==> config.mk <==
export PLATFORM = sky130hd
export DESIGN_NAME = binary_shrink_pass
export DESIGN_NICKNAME = d
export VERILOG_FILES = /design/src/rtl/bsp_pkg.sv /design/src/rtl/bsp_ram.sv /design/src/rtl/binary_shrink_pass.sv
export VERILOG_INCLUDE_DIRS = /design/src /design/src/rtl
export SDC_FILE = /design/constraint.sdc
export NUM_CORES = 2
export LEC_CHECK = 0
export ABC_CLOCK_PERIOD_IN_PS = 10100
export BUFFER_PORTS_ARGS = -buffer_cell sky130_fd_sc_hd__buf_4
export CORE_MARGIN = 1.5
export CORE_UTILIZATION = 43
export CTS_CLUSTER_DIAMETER = 120
export DETAILED_ROUTE_END_ITERATION = 6
export HOLD_SLACK_MARGIN = 0.02
export MAX_ROUTING_LAYER = met4
export PLACE_DENSITY = 0.65
export SLEW_MARGIN = 20
export SYNTH_ARGS = -nofsm -noshare
export SYNTH_HDL_FRONTEND = slang
export SYNTH_SLANG_ARGS = --single-unit
==> constraint.sdc <==
create_clock -name clk -period 10.1 [get_ports clk]
set_clock_uncertainty 0.05 [all_clocks]
set_input_delay 0.505 -clock clk [delete_from_list [all_inputs] [get_ports clk]]
set_output_delay 0.505 -clock clk [all_outputs]
set_load 0.01 [all_outputs]
==> src/rtl/assert_macros.svh <==
`ifndef ASSERT_MACROS_SVH
`define ASSERT_MACROS_SVH

// The consequent must hold in the same cycle as the antecedent.
`define BSP_ASSERT_IMP(label, clk, rst_n, ante, cons) \
  label: assert property (@(posedge clk) disable iff (!rst_n) (ante) |-> (cons)) \
    else $error("assertion failed");

// The consequent must hold in the cycle after the antecedent.
`define BSP_ASSERT_NXT(label, clk, rst_n, ante, cons) \
  label: assert property (@(posedge clk) disable iff (!rst_n) (ante) |=> (cons)) \
    else $error("assertion failed");

`endif

==> src/rtl/bsp_pkg.sv <==
package bsp_pkg;

  localparam int unsigned MAX_WIDTH  = 512;
  localparam int unsigned MAX_HEIGHT = 4096;
  localparam int unsigned MIN_SIZE   = 3;

  localparam int unsigned WIDTH_W    = 10;
  localparam int unsigned HEIGHT_W   = 13;
  localparam int unsigned CFG_DATA_W = 13;
  localparam int unsigned CFG_IDX_W  = 2;

  localparam int unsigned COL_W  = $clog2(MAX_WIDTH);
  localparam int unsigned WCNT_W = $clog2(MAX_WIDTH + 1);
  localparam int unsigned ROW_W  = $clog2(MAX_HEIGHT + 3);

  localparam int unsigned WIN_W   = 9;
  localparam int unsigned WIN_CTR = 4;

  typedef enum logic [CFG_IDX_W-1:0] {
    REG_IMAGE_WIDTH  = 2'd0,
    REG_IMAGE_HEIGHT = 2'd1
  } cfg_reg_t;

  localparam int unsigned COND_N = 58;
  localparam int unsigned KEEP_N = 364;

  localparam logic [WIN_W-1:0] COND_PAT [COND_N] = '{
    9'o120, 9'o420, 9'o024, 9'o021, 9'o030, 9'o220,
    9'o060, 9'o022, 9'o130, 9'o320, 9'o620, 9'o460,
    9'o064, 9'o026, 9'o023, 9'o031, 9'o131, 9'o720,
    9'o464, 9'o027, 9'o630, 9'o231, 9'o360, 9'o132,
    9'o330, 9'o660, 9'o066, 9'o033, 9'o631, 9'o364,
    9'o730, 9'o331, 9'o760, 9'o664, 9'o466, 9'o067,
    9'o037, 9'o133, 9'o731, 9'o764, 9'o467, 9'o137,
    9'o333, 9'o770, 9'o666, 9'o077, 9'o733, 9'o337,
    9'o774, 9'o771, 9'o766, 9'o667, 9'o477, 9'o177, 9'o737, 9'o775, 9'o767, 9'o577
  };

  localparam logic [WIN_W-1:0] KEEP_PAT [KEEP_N] = '{
    9'o120, 9'o420, 9'o022, 9'o030, 9'o130, 9'o320, 9'o620, 9'o460, 9'o064,
    9'o026, 9'o023, 9'o031, 9'o360, 9'o630, 9'o231, 9'o132, 9'o134, 9'o324, 9'o334,
    9'o621, 9'o461, 9'o661, 9'o126, 9'o164, 9'o166, 9'o431, 9'o423, 9'o433,
    9'o660, 9'o661, 9'o670, 9'o671, 9'o760, 9'o761, 9'o770,
    9'o771, 9'o662, 9'o663, 9'o672, 9'o673, 9'o762, 9'o763,
    9'o772, 9'o773, 9'o664, 9'o665, 9'o674, 9'o675, 9'o764, 9'o765,
    9'o774, 9'o775, 9'o666, 9'o667, 9'o676, 9'o677, 9'o766, 9'o767, 9'o776, 9'o777,
    9'o262, 9'o362, 9'o662, 9'o762, 9'o262, 9'o263, 9'o266, 9'o267,
    9'o232, 9'o233, 9'o236, 9'o237, 9'o232, 9'o332, 9'o632, 9'o732,
    9'o270, 9'o274, 9'o670, 9'o674, 9'o270, 9'o271, 9'o370, 9'o371,
    9'o072, 9'o073, 9'o172, 9'o173, 9'o072, 9'o076, 9'o472, 9'o476,
    9'o425, 9'o434, 9'o435, 9'o524, 9'o525, 9'o534,
    9'o535, 9'o427, 9'o436, 9'o437, 9'o526, 9'o527,
    9'o536, 9'o537, 9'o625, 9'o634, 9'o635, 9'o724,
    9'o725, 9'o734, 9'o735, 9'o627, 9'o636, 9'o637,
    9'o726, 9'o727, 9'o736, 9'o737, 9'o465, 9'o474,
    9'o475, 9'o564, 9'o565, 9'o574, 9'o575, 9'o467,
    9'o476, 9'o477, 9'o566, 9'o567, 9'o576, 9'o577,
    9'o665, 9'o674, 9'o675, 9'o764, 9'o765, 9'o774,
    9'o775, 9'o667, 9'o676, 9'o677, 9'o766, 9'o767, 9'o776, 9'o777,
    9'o524, 9'o522, 9'o526, 9'o521, 9'o525, 9'o523,
    9'o527, 9'o534, 9'o532, 9'o536, 9'o531, 9'o535,
    9'o533, 9'o537, 9'o724, 9'o722, 9'o726, 9'o721,
    9'o725, 9'o723, 9'o727, 9'o734, 9'o732, 9'o736,
    9'o731, 9'o735, 9'o733, 9'o737, 9'o564, 9'o562,
    9'o566, 9'o561, 9'o565, 9'o563, 9'o567, 9'o574,
    9'o572, 9'o576, 9'o571, 9'o575, 9'o573, 9'o577,
    9'o764, 9'o762, 9'o766, 9'o761, 9'o765, 9'o763,
    9'o767, 9'o774, 9'o772, 9'o776, 9'o771, 9'o775, 9'o773, 9'o777,
    9'o125, 9'o161, 9'o165, 9'o521, 9'o525, 9'o561,
    9'o565, 9'o135, 9'o171, 9'o175, 9'o531, 9'o535,
    9'o571, 9'o575, 9'o127, 9'o163, 9'o167, 9'o523,
    9'o527, 9'o563, 9'o567, 9'o137, 9'o173, 9'o177,
    9'o533, 9'o537, 9'o573, 9'o577, 9'o325, 9'o361,
    9'o365, 9'o721, 9'o725, 9'o761, 9'o765, 9'o335,
    9'o371, 9'o375, 9'o731, 9'o735, 9'o771, 9'o775,
    9'o327, 9'o363, 9'o367, 9'o723, 9'o727, 9'o763,
    9'o767, 9'o337, 9'o373, 9'o377, 9'o733, 9'o737, 9'o773, 9'o777,
    9'o125, 9'o225, 9'o325, 9'o425, 9'o525, 9'o625,
    9'o725, 9'o135, 9'o235, 9'o335, 9'o435, 9'o535,
    9'o635, 9'o735, 9'o127, 9'o227, 9'o327, 9'o427,
    9'o527, 9'o627, 9'o727, 9'o137, 9'o237, 9'o337,
    9'o437, 9'o537, 9'o637, 9'o737, 9'o165, 9'o265,
    9'o365, 9'o465, 9'o565, 9'o665, 9'o765, 9'o175,
    9'o275, 9'o375, 9'o475, 9'o575, 9'o675, 9'o775,
    9'o167, 9'o267, 9'o367, 9'o467, 9'o567, 9'o667,
    9'o767, 9'o177, 9'o277, 9'o377, 9'o477, 9'o577, 9'o677, 9'o777,
    9'o162, 9'o163, 9'o562, 9'o563,
    9'o261, 9'o361, 9'o265, 9'o365, 9'o234, 9'o235, 9'o634, 9'o635,
    9'o432, 9'o532, 9'o436, 9'o536, 9'o660, 9'o661, 9'o670, 9'o671, 9'o760, 9'o761,
    9'o770, 9'o771, 9'o662, 9'o663, 9'o672, 9'o673,
    9'o762, 9'o763, 9'o772, 9'o773, 9'o664, 9'o665,
    9'o674, 9'o675, 9'o764, 9'o765, 9'o774, 9'o775,
    9'o666, 9'o667, 9'o676, 9'o677, 9'o766, 9'o767,
    9'o776, 9'o777
  };

  function automatic logic [2**WIN_W-1:0] build_cond_tab();
    logic [2**WIN_W-1:0] t;
    t = '0;
    for (int i = 0; i < COND_N; i++) begin
      t[COND_PAT[i]] = 1'b1;
    end
    return t;
  endfunction

  function automatic logic [2**WIN_W-1:0] build_keep_tab();
    logic [2**WIN_W-1:0] t;
    t = '0;
    for (int i = 0; i < KEEP_N; i++) begin
      t[KEEP_PAT[i]] = 1'b1;
    end
    return t;
  endfunction

  localparam logic [2**WIN_W-1:0] COND_TAB = build_cond_tab();
  localparam logic [2**WIN_W-1:0] KEEP_TAB = build_keep_tab();

  // Shifts a 3x3 window one column to the left and enters a new right-hand column.
  function automatic logic [WIN_W-1:0] win_shift(input logic [WIN_W-1:0] w, input logic top,
                                                 input logic mid, input logic bot);
    return {w[7], w[6], top, w[4], w[3], mid, w[1], w[0], bot};
  endfunction

  function automatic logic [WCNT_W-1:0] clamp_width(input logic [WIDTH_W-1:0] v);
    int unsigned x;
    x = 32'(v);
    if (x < MIN_SIZE) begin
      x = MIN_SIZE;
    end else if (x > MAX_WIDTH) begin
      x = MAX_WIDTH;
    end
    return WCNT_W'(x);
  endfunction

  function automatic logic [ROW_W-1:0] clamp_height(input logic [HEIGHT_W-1:0] v);
    int unsigned x;
    x = 32'(v);
    if (x < MIN_SIZE) begin
      x = MIN_SIZE;
    end else if (x > MAX_HEIGHT) begin
      x = MAX_HEIGHT;
    end
    return ROW_W'(x);
  endfunction

endpackage

==> src/rtl/bsp_ram.sv <==
module bsp_ram #(
  parameter int unsigned WIDTH = 1,
  parameter int unsigned DEPTH = 2,
  localparam int unsigned AW = $clog2(DEPTH)
) (
  input  logic             clk,
  input  logic             we,
  input  logic [AW-1:0]    waddr,
  input  logic [WIDTH-1:0] wdata,
  input  logic             re,
  input  logic [AW-1:0]    raddr,
  output logic [WIDTH-1:0] rdata
);

  logic [WIDTH-1:0] mem [DEPTH];

  always_ff @(posedge clk) begin
    if (we) begin
      mem[waddr] <= wdata;
    end
    if (re) begin
      rdata <= mem[raddr];
    end
  end

endmodule

==> src/rtl/binary_shrink_pass.sv <==
// One pass of two-stage 3x3 morphological shrinking on a binary frame streamed in raster
// order. The block takes one request per clock while the output side is not stalled and
// returns one registered result per request; the rate is set by two line buffers,
// each a single-port-pair RAM of MAX_WIDTH entries, read once and written once per pixel.
// The result for a frame pixel trails its input by 2*W+2 requests, so after the last pixel
// of a frame the host sends 2*W+2 drain requests; a drain request inside a frame returns an
// empty result and changes nothing. Border pixels come out as 0, and a pixel request after
// the frame has ended starts a new frame. Writing either size register restarts the frame;
// sizes are clamped to 3..MAX_WIDTH and 3..MAX_HEIGHT.
`include "assert_macros.svh"

module binary_shrink_pass (
  input  logic                           clk,
  input  logic                           rst_n,
  input  logic                           in_valid,
  output logic                           in_ready,
  input  logic                           in_pixel,
  input  logic                           in_drain,
  output logic                           out_valid,
  input  logic                           out_ready,
  output logic                           out_shrunk_pixel,
  output logic                           out_out_valid,
  output logic                           out_frame_last,
  input  logic                           cfg_we,
  input  logic [bsp_pkg::CFG_IDX_W-1:0]  cfg_index,
  input  logic [bsp_pkg::CFG_DATA_W-1:0] cfg_data
);
  import bsp_pkg::*;

  typedef struct packed {
    logic             act;
    logic             pix;
    logic [COL_W-1:0] col;
    logic [COL_W-1:0] qc;
    logic             mint;
    logic             oval;
    logic             oint;
    logic             last;
  } s1_t;

  typedef struct packed {
    logic             act;
    logic             mark;
    logic             pixq;
    logic [COL_W-1:0] qc;
    logic             oval;
    logic             oint;
    logic             last;
  } s2_t;

  logic [WCNT_W-1:0] w_r;
  logic [ROW_W-1:0]  h_r;
  logic [COL_W-1:0]  col_r, col_nxt;
  logic [ROW_W-1:0]  row_r, row_nxt;
  logic              cfg_hit;

  logic              adv, in_acc;
  logic              past_frame, null_item, restart_px, row_end, last_pos;
  logic [ROW_W-1:0]  r_e;
  logic [COL_W-1:0]  c_e;

  s1_t               s1_r, s1_nxt;
  s2_t               s2_r, s2_nxt;
  logic              s1_v_r, s2_v_r;

  logic [1:0]        prd;
  logic [2:0]        mrd;
  logic              pix_we, mark_we;
  logic [WIN_W-1:0]  pwin_r, pwin_nxt;
  logic [WIN_W-1:0]  mwin_r, mwin_nxt;
  logic              opix_r;
  logic              shrunk;

  logic              out_valid_r, out_shrunk_r, out_ov_r, out_last_r;

  assign adv      = !out_valid_r || out_ready;
  assign in_ready = adv;
  assign in_acc   = in_valid && adv;
  assign cfg_hit  = cfg_we && (cfg_index == REG_IMAGE_WIDTH || cfg_index == REG_IMAGE_HEIGHT);

  always_comb begin
    past_frame = row_r >= h_r;
    null_item  = in_drain && !past_frame;
    restart_px = !in_drain && past_frame;
    r_e        = restart_px ? '0 : row_r;
    c_e        = restart_px ? '0 : col_r;
    row_end    = (WCNT_W'(c_e) + WCNT_W'(1)) == w_r;
    last_pos   = (r_e == h_r + ROW_W'(2)) && (c_e == COL_W'(1));

    s1_nxt.act  = !null_item;
    s1_nxt.pix  = in_pixel;
    s1_nxt.col  = c_e;
    s1_nxt.qc   = (c_e == '0) ? COL_W'(w_r - WCNT_W'(1)) : c_e - COL_W'(1);
    s1_nxt.mint = (c_e >= COL_W'(2)) && (r_e >= ROW_W'(2)) && (r_e < h_r);
    s1_nxt.oval = (r_e > ROW_W'(2)) || ((r_e == ROW_W'(2)) && (c_e >= COL_W'(2)));
    s1_nxt.oint = ((c_e >= COL_W'(3)) && (r_e >= ROW_W'(3)) && (r_e <= h_r)) ||
                  ((c_e == '0) && (r_e >= ROW_W'(4)) && (r_e <= h_r + ROW_W'(1)));
    s1_nxt.last = last_pos;
  end

  always_comb begin
    col_nxt = col_r;
    row_nxt = row_r;
    if (in_acc && !null_item) begin
      priority if (last_pos) begin
        col_nxt = '0;
        row_nxt = '0;
      end else if (row_end) begin
        col_nxt = '0;
        row_nxt = r_e + ROW_W'(1);
      end else begin
        col_nxt = c_e + COL_W'(1);
        row_nxt = r_e;
      end
    end
  end

  always_ff @(posedge clk) begin
    if (!rst_n) begin
      w_r   <= clamp_width(WIDTH_W'(480));
      h_r   <= clamp_height(HEIGHT_W'(480));
      col_r <= '0;
      row_r <= '0;
    end else if (cfg_hit) begin
      if (cfg_index == REG_IMAGE_WIDTH) begin
        w_r <= clamp_width(cfg_data[WIDTH_W-1:0]);
      end else begin
        h_r <= clamp_height(cfg_data[HEIGHT_W-1:0]);
      end
      col_r <= '0;
      row_r <= '0;
    end else begin
      col_r <= col_nxt;
      row_r <= row_nxt;
    end
  end

  // Pixel line buffer: bit 1 holds the row above, bit 0 the row above that.
  bsp_ram #(
    .WIDTH (2),
    .DEPTH (MAX_WIDTH)
  ) u_pix_ram (
    .clk   (clk),
    .we    (pix_we),
    .waddr (s1_r.col),
    .wdata ({s1_r.pix, prd[1]}),
    .re    (in_acc && !null_item),
    .raddr (c_e),
    .rdata (prd)
  );

  always_comb begin
    pix_we      = adv && s1_v_r && s1_r.act;
    pwin_nxt    = win_shift(pwin_r, prd[0], prd[1], s1_r.pix);
    s2_nxt.act  = s1_r.act;
    s2_nxt.mark = s1_r.mint && pwin_nxt[WIN_CTR] && COND_TAB[pwin_nxt];
    s2_nxt.pixq = pwin_nxt[WIN_CTR];
    s2_nxt.qc   = s1_r.qc;
    s2_nxt.oval = s1_r.oval;
    s2_nxt.oint = s1_r.oint;
    s2_nxt.last = s1_r.last;
  end

  // Mark line buffer: bit 2 holds the pixel of the row above, bit 1 its mark and bit 0 the
  // mark of the row above that.
  bsp_ram #(
    .WIDTH (3),
    .DEPTH (MAX_WIDTH)
  ) u_mark_ram (
    .clk   (clk),
    .we    (mark_we),
    .waddr (s2_r.qc),
    .wdata ({s2_r.pixq, s2_r.mark, mrd[1]}),
    .re    (pix_we),
    .raddr (s1_r.qc),
    .rdata (mrd)
  );

  always_comb begin
    mark_we  = adv && s2_v_r && s2_r.act;
    mwin_nxt = win_shift(mwin_r, mrd[0], mrd[1], s2_r.mark);
    shrunk   = s2_r.oint && opix_r && (!mwin_nxt[WIN_CTR] || KEEP_TAB[mwin_nxt]);
  end

  always_ff @(posedge clk) begin
    if (!rst_n) begin
      s1_v_r      <= 1'b0;
      s2_v_r      <= 1'b0;
      out_valid_r <= 1'b0;
    end else if (adv) begin
      s1_v_r      <= in_acc;
      s2_v_r      <= s1_v_r;
      out_valid_r <= s2_v_r;
    end
  end

  always_ff @(posedge clk) begin
    if (!rst_n) begin
      pwin_r <= '0;
      mwin_r <= '0;
      opix_r <= 1'b0;
    end else begin
      if (pix_we) begin
        pwin_r <= pwin_nxt;
      end
      if (mark_we) begin
        mwin_r <= mwin_nxt;
        opix_r <= mrd[2];
      end
    end
  end

  always_ff @(posedge clk) begin
    if (adv) begin
      s1_r         <= s1_nxt;
      s2_r         <= s2_nxt;
      out_shrunk_r <= s2_r.act && shrunk;
      out_ov_r     <= s2_r.act && s2_r.oval;
      out_last_r   <= s2_r.act && s2_r.last;
    end
  end

  assign out_valid        = out_valid_r;
  assign out_shrunk_pixel = out_shrunk_r;
  assign out_out_valid    = out_ov_r;
  assign out_frame_last   = out_last_r;

  `BSP_ASSERT_IMP(a_col_range, clk, rst_n, 1'b1, WCNT_W'(col_r) < w_r)
  `BSP_ASSERT_IMP(a_row_range, clk, rst_n, 1'b1, row_r <= h_r + ROW_W'(2))
  `BSP_ASSERT_IMP(a_field_valid, clk, rst_n, out_valid && (out_shrunk_pixel || out_frame_last), out_out_valid)
  `BSP_ASSERT_NXT(a_s2_to_out, clk, rst_n, s2_v_r && adv, out_valid)

endmodule
==> results.sh <==
export IMPL_status="complete, no violations"
export IMPL_cts_root_buf="clkbuf_16"
export IMPL_power_frac_seq=0.531
export IMPL_max_stage_delay_ns=0.62
export IMPL_p_sw_frac=0.2107
export IMPL_grt_use_total=0.2347
export IMPL_grt_pass1_wl_mm=434.6
export IMPL_synth_nets=6629
export IMPL_setup_viol=0
export IMPL_synthTopCellsByArea="edfxtp_1 (71%), mux4_2 (12%), nor2_1 (4.0%)"
export IMPL_synth_seq_cells=2668
export IMPL_die_area_mm2=0.2589
export IMPL_numCtsBuffers=273
export IMPL_synth_top_area_frac=0.7116
export IMPL_viasPerCell=6.202
export IMPL_arrival_ns=6.73
export IMPL_ys_seq_area_frac=0.7227
export IMPL_vias=62910
export IMPL_gp_congestion=0.9487
export IMPL_antenna_found_initial=8
export IMPL_synth_warnings=0
export IMPL_cp_start_kind="register"
export IMPL_placed_area_mm2=0.1140
export IMPL_synth_area_per_cell_um2=16.78
export IMPL_power_frac_comb=0.042
export IMPL_grt_pass1_vias=63100
export IMPL_path_depth=19
export IMPL_netlist_area_mm2=0.1100
export IMPL_crit_fanout=33
export IMPL_drc=0
export IMPL_first_pass_iters=7
export IMPL_final_common_cell="edfxtp_1"
export IMPL_nets=6640
export IMPL_vdd_drop_max_uv=178.2
export IMPL_io_buffer_count=26
export IMPL_min_path_type="in -> reg"
export IMPL_clk_pin_slew_worst_paths_ns=0.06
export IMPL_area_growth_pct=11.68
export IMPL_cts_resized=0
export IMPL_worstReg2RegEnd="row_r[6]"
export IMPL_fin_tns_setup_ns=0
export IMPL_path_class="reg -> reg"
export IMPL_fmax_mhz=166.6
export IMPL_worstHoldPathCells=5
export IMPL_synth_ff_type="edfxtp_1"
export IMPL_p_switching_mw=4.846
export IMPL_die_y_um=508.8
export IMPL_period_share=0.5943
export IMPL_synth_cells=6558
export IMPL_die_w_um=508.8
export IMPL_ios=27
export IMPL_hold_viol_final=0
export IMPL_worstPathBufferInverterCount=3
export IMPL_maxSlewViolCount=0
export IMPL_path_cells="inv_1 -> ha_1 -> a211oi_1 -> o21ai_0 -> and2_1 -> buf_4 -> nor2_4 -> buf_4 -> ha_1 -> nand3_1 -> nor2_1 -> xor2_1 -> or4b_1 -> a21o_1 -> a2111oi_0 -> and3_1 -> nand2_1 -> or4_1 -> o211ai_1"
export IMPL_r2r_setup_slack_ns=4.10
export IMPL_critPathSlowestCell="and3_1"
export IMPL_final_cell_mix="edfxtp_1 (2607), nor2_1 (1170), mux4_2 (565)"
export IMPL_power_density_mw_per_mm2=187.2
export IMPL_grt_max_degree=271
export IMPL_ant_nets=0
export IMPL_fin_area_mm2=0.1229
export IMPL_drive_above_1_share=0.1805
export IMPL_p_leak_nw=37.98
export IMPL_ff2ff_path_depth=19
export IMPL_synth_edf_count=2607
export IMPL_clock_latency_ns=0.86
export IMPL_cp_end_kind="register"
export IMPL_cts_tree="built"
export IMPL_routed_wirelength_mm=299.2
export IMPL_synth_top_cell_by_area="edfxtp_1"
export IMPL_yosysUniqueCellTypes=92
export IMPL_gr_total_overflow=0
export IMPL_hold_start="cfg_data[0]"
export IMPL_wl_per_cell_um=29.50
export IMPL_cts_sinks=2668
export IMPL_async_reset_ff_frac=0
export IMPL_worst_pin_slew_ns=1.319
export IMPL_slew_headroom=0.1176
export IMPL_holdBufCountCts=20
export IMPL_rsz0062_at_grt="no"
export IMPL_power_mw=23.00
export IMPL_p_int_mw=18.15
export IMPL_holdWs_ns=0.1034
export IMPL_htree_num_levels=5
export IMPL_drt_iter0_drc=9426
export IMPL_hold_path_endpoint="w_r[0]"
export IMPL_drv_cap=0
export IMPL_finalCriticalPeriod_ns=6.003
export IMPL_rows=185
export IMPL_post_dp_hpwl_mm=174.1
export IMPL_start_util=0.4329
export IMPL_clockBufferDepth=4
export IMPL_coreArea_mm2=0.2542
export IMPL_clockPowerShare=0.427
export IMPL_crit_family="simple AND/OR/NAND/NOR gates"
export IMPL_worst_ep_required_time_ns=10.82
export IMPL_post_cts_setup_buffers=0
export IMPL_r2r_start="h_r[4]"
final cells by class:
type	instances	area, um^2
Antenna cell	11	27.53
Clock buffer	342	7325
Clock inverter	130	1200
Fill cell	20910	131300
Inverter	53	198.9
Multi-Input combinational cell	3377	28690
Sequential cell	2668	79520
Tap cell	3366	4212
Timing Repair Buffer	196	1695
power by group through the flow:
stage | logic, mW | registers, mW | clock network [mW]
detailed placement | 0.958 | 12.4 | 0
global placement | 0.948 | 12.4 | 0
floorplan | 0.535 | 12.6 | 0
CTS | 0.968 | 12.2 | 9.93
global route | 1.02 | 12.2 | 10.3
finish | 0.973 | 12.2 | 9.82
worst register-to-register path, delay by kind of cell, from the launching register on:
family / cells / cell delay, ns
and+or+nand+nor: 8 / 2.39
AOI/OAI and AO/OA: 5 / 1.03
xor gates and xnor gates: 1 / 0.14
buffers and inverters: 3 / 0.97
adders and majority gates: 2 / 0.79
DFF: 1 / 0.57
cells in the mapped netlist, types with 40 or more instances:
cell / count
a21oi_1: 118
o22ai_1: 56
inv_1: 48
nand3_1: 87
a22oi_1: 40
dfxtp_1: 61
buf_2: 76
mux2i_1: 148
clkbuf_1: 346
nor2_1: 1174
o21ai_0: 85
mux4_2: 565
nor3_1: 66
edfxtp_1: 2607
nand2_1: 285
ha_1: 49
nor2b_1: 41
xnor2_1: 43
sequential cells by signal (all words and copies together), names as in the netlist:
name	count
out_shrunk_pixel	1
out_valid	1
out_out_valid	1
out_frame_last	1
h_r	13
mwin_nxt	1
mwin_r	6
u_pix_ram.rdata	2
u_pix_ram.mem	1024
col_r	9
s2_r	14
s2_v_r	1
s1_r	23
row_r	13
w_r	10
pwin_nxt	1
s1_v_r	1
pwin_r	6
opix_r	1
u_mark_ram.rdata	3
u_mark_ram.mem	1536
metrics by stage:
stage / worst slack [ns] / utilization / std cells
floorplan: 0.7757 / - / 6558
global route: 3.780 / 0.4834 / 10140
detailed placement: 4.272 / 0.4486 / 9637
global placement: 4.155 / 0.4486 / 9636
finish: 4.097 / 0.4834 / 10140
CTS: 4.257 / 0.4830 / 10130
layer usage:
metal	track usage	share of wire	wire, um
met3	0.04799	0.10	29970
met2	0.3573	0.47	139200
met4	0.09982	0.049	14720
met5	-	0	0
met1	0.3073	0.39	115300
cells by family (layout without fill, tap and decap cells):
| group | Yosys count | in the layout | share of synthesized area |
|---|---|---|---|
| other | 0 | 11 | 0 |
| DFF | 2668 | 2668 | 0.7227 |
| AOI/OAI and AO/OA | 680 | 680 | 0.04451 |
| xor gates and xnor gates | 53 | 53 | 0.004219 |
| and+or+nand+nor | 1840 | 1840 | 0.07101 |
| muxes | 752 | 752 | 0.1331 |
| buffers and inverters | 513 | 721 | 0.01861 |
| adders and majority gates | 52 | 52 | 0.005846 |
how the worst max path moves through the flow:
stage,startpoint,to
finish,h_r[4],row_r[6]
global route,h_r[4],row_r[12]
CTS,h_r[4],row_r[6]
detailed placement,h_r[4],row_r[6]
global placement,h_r[4],row_r[6]
floorplan,mwin_nxt[0],out_shrunk_pixel
Note: power is estimated with default switching activity, not from simulation.
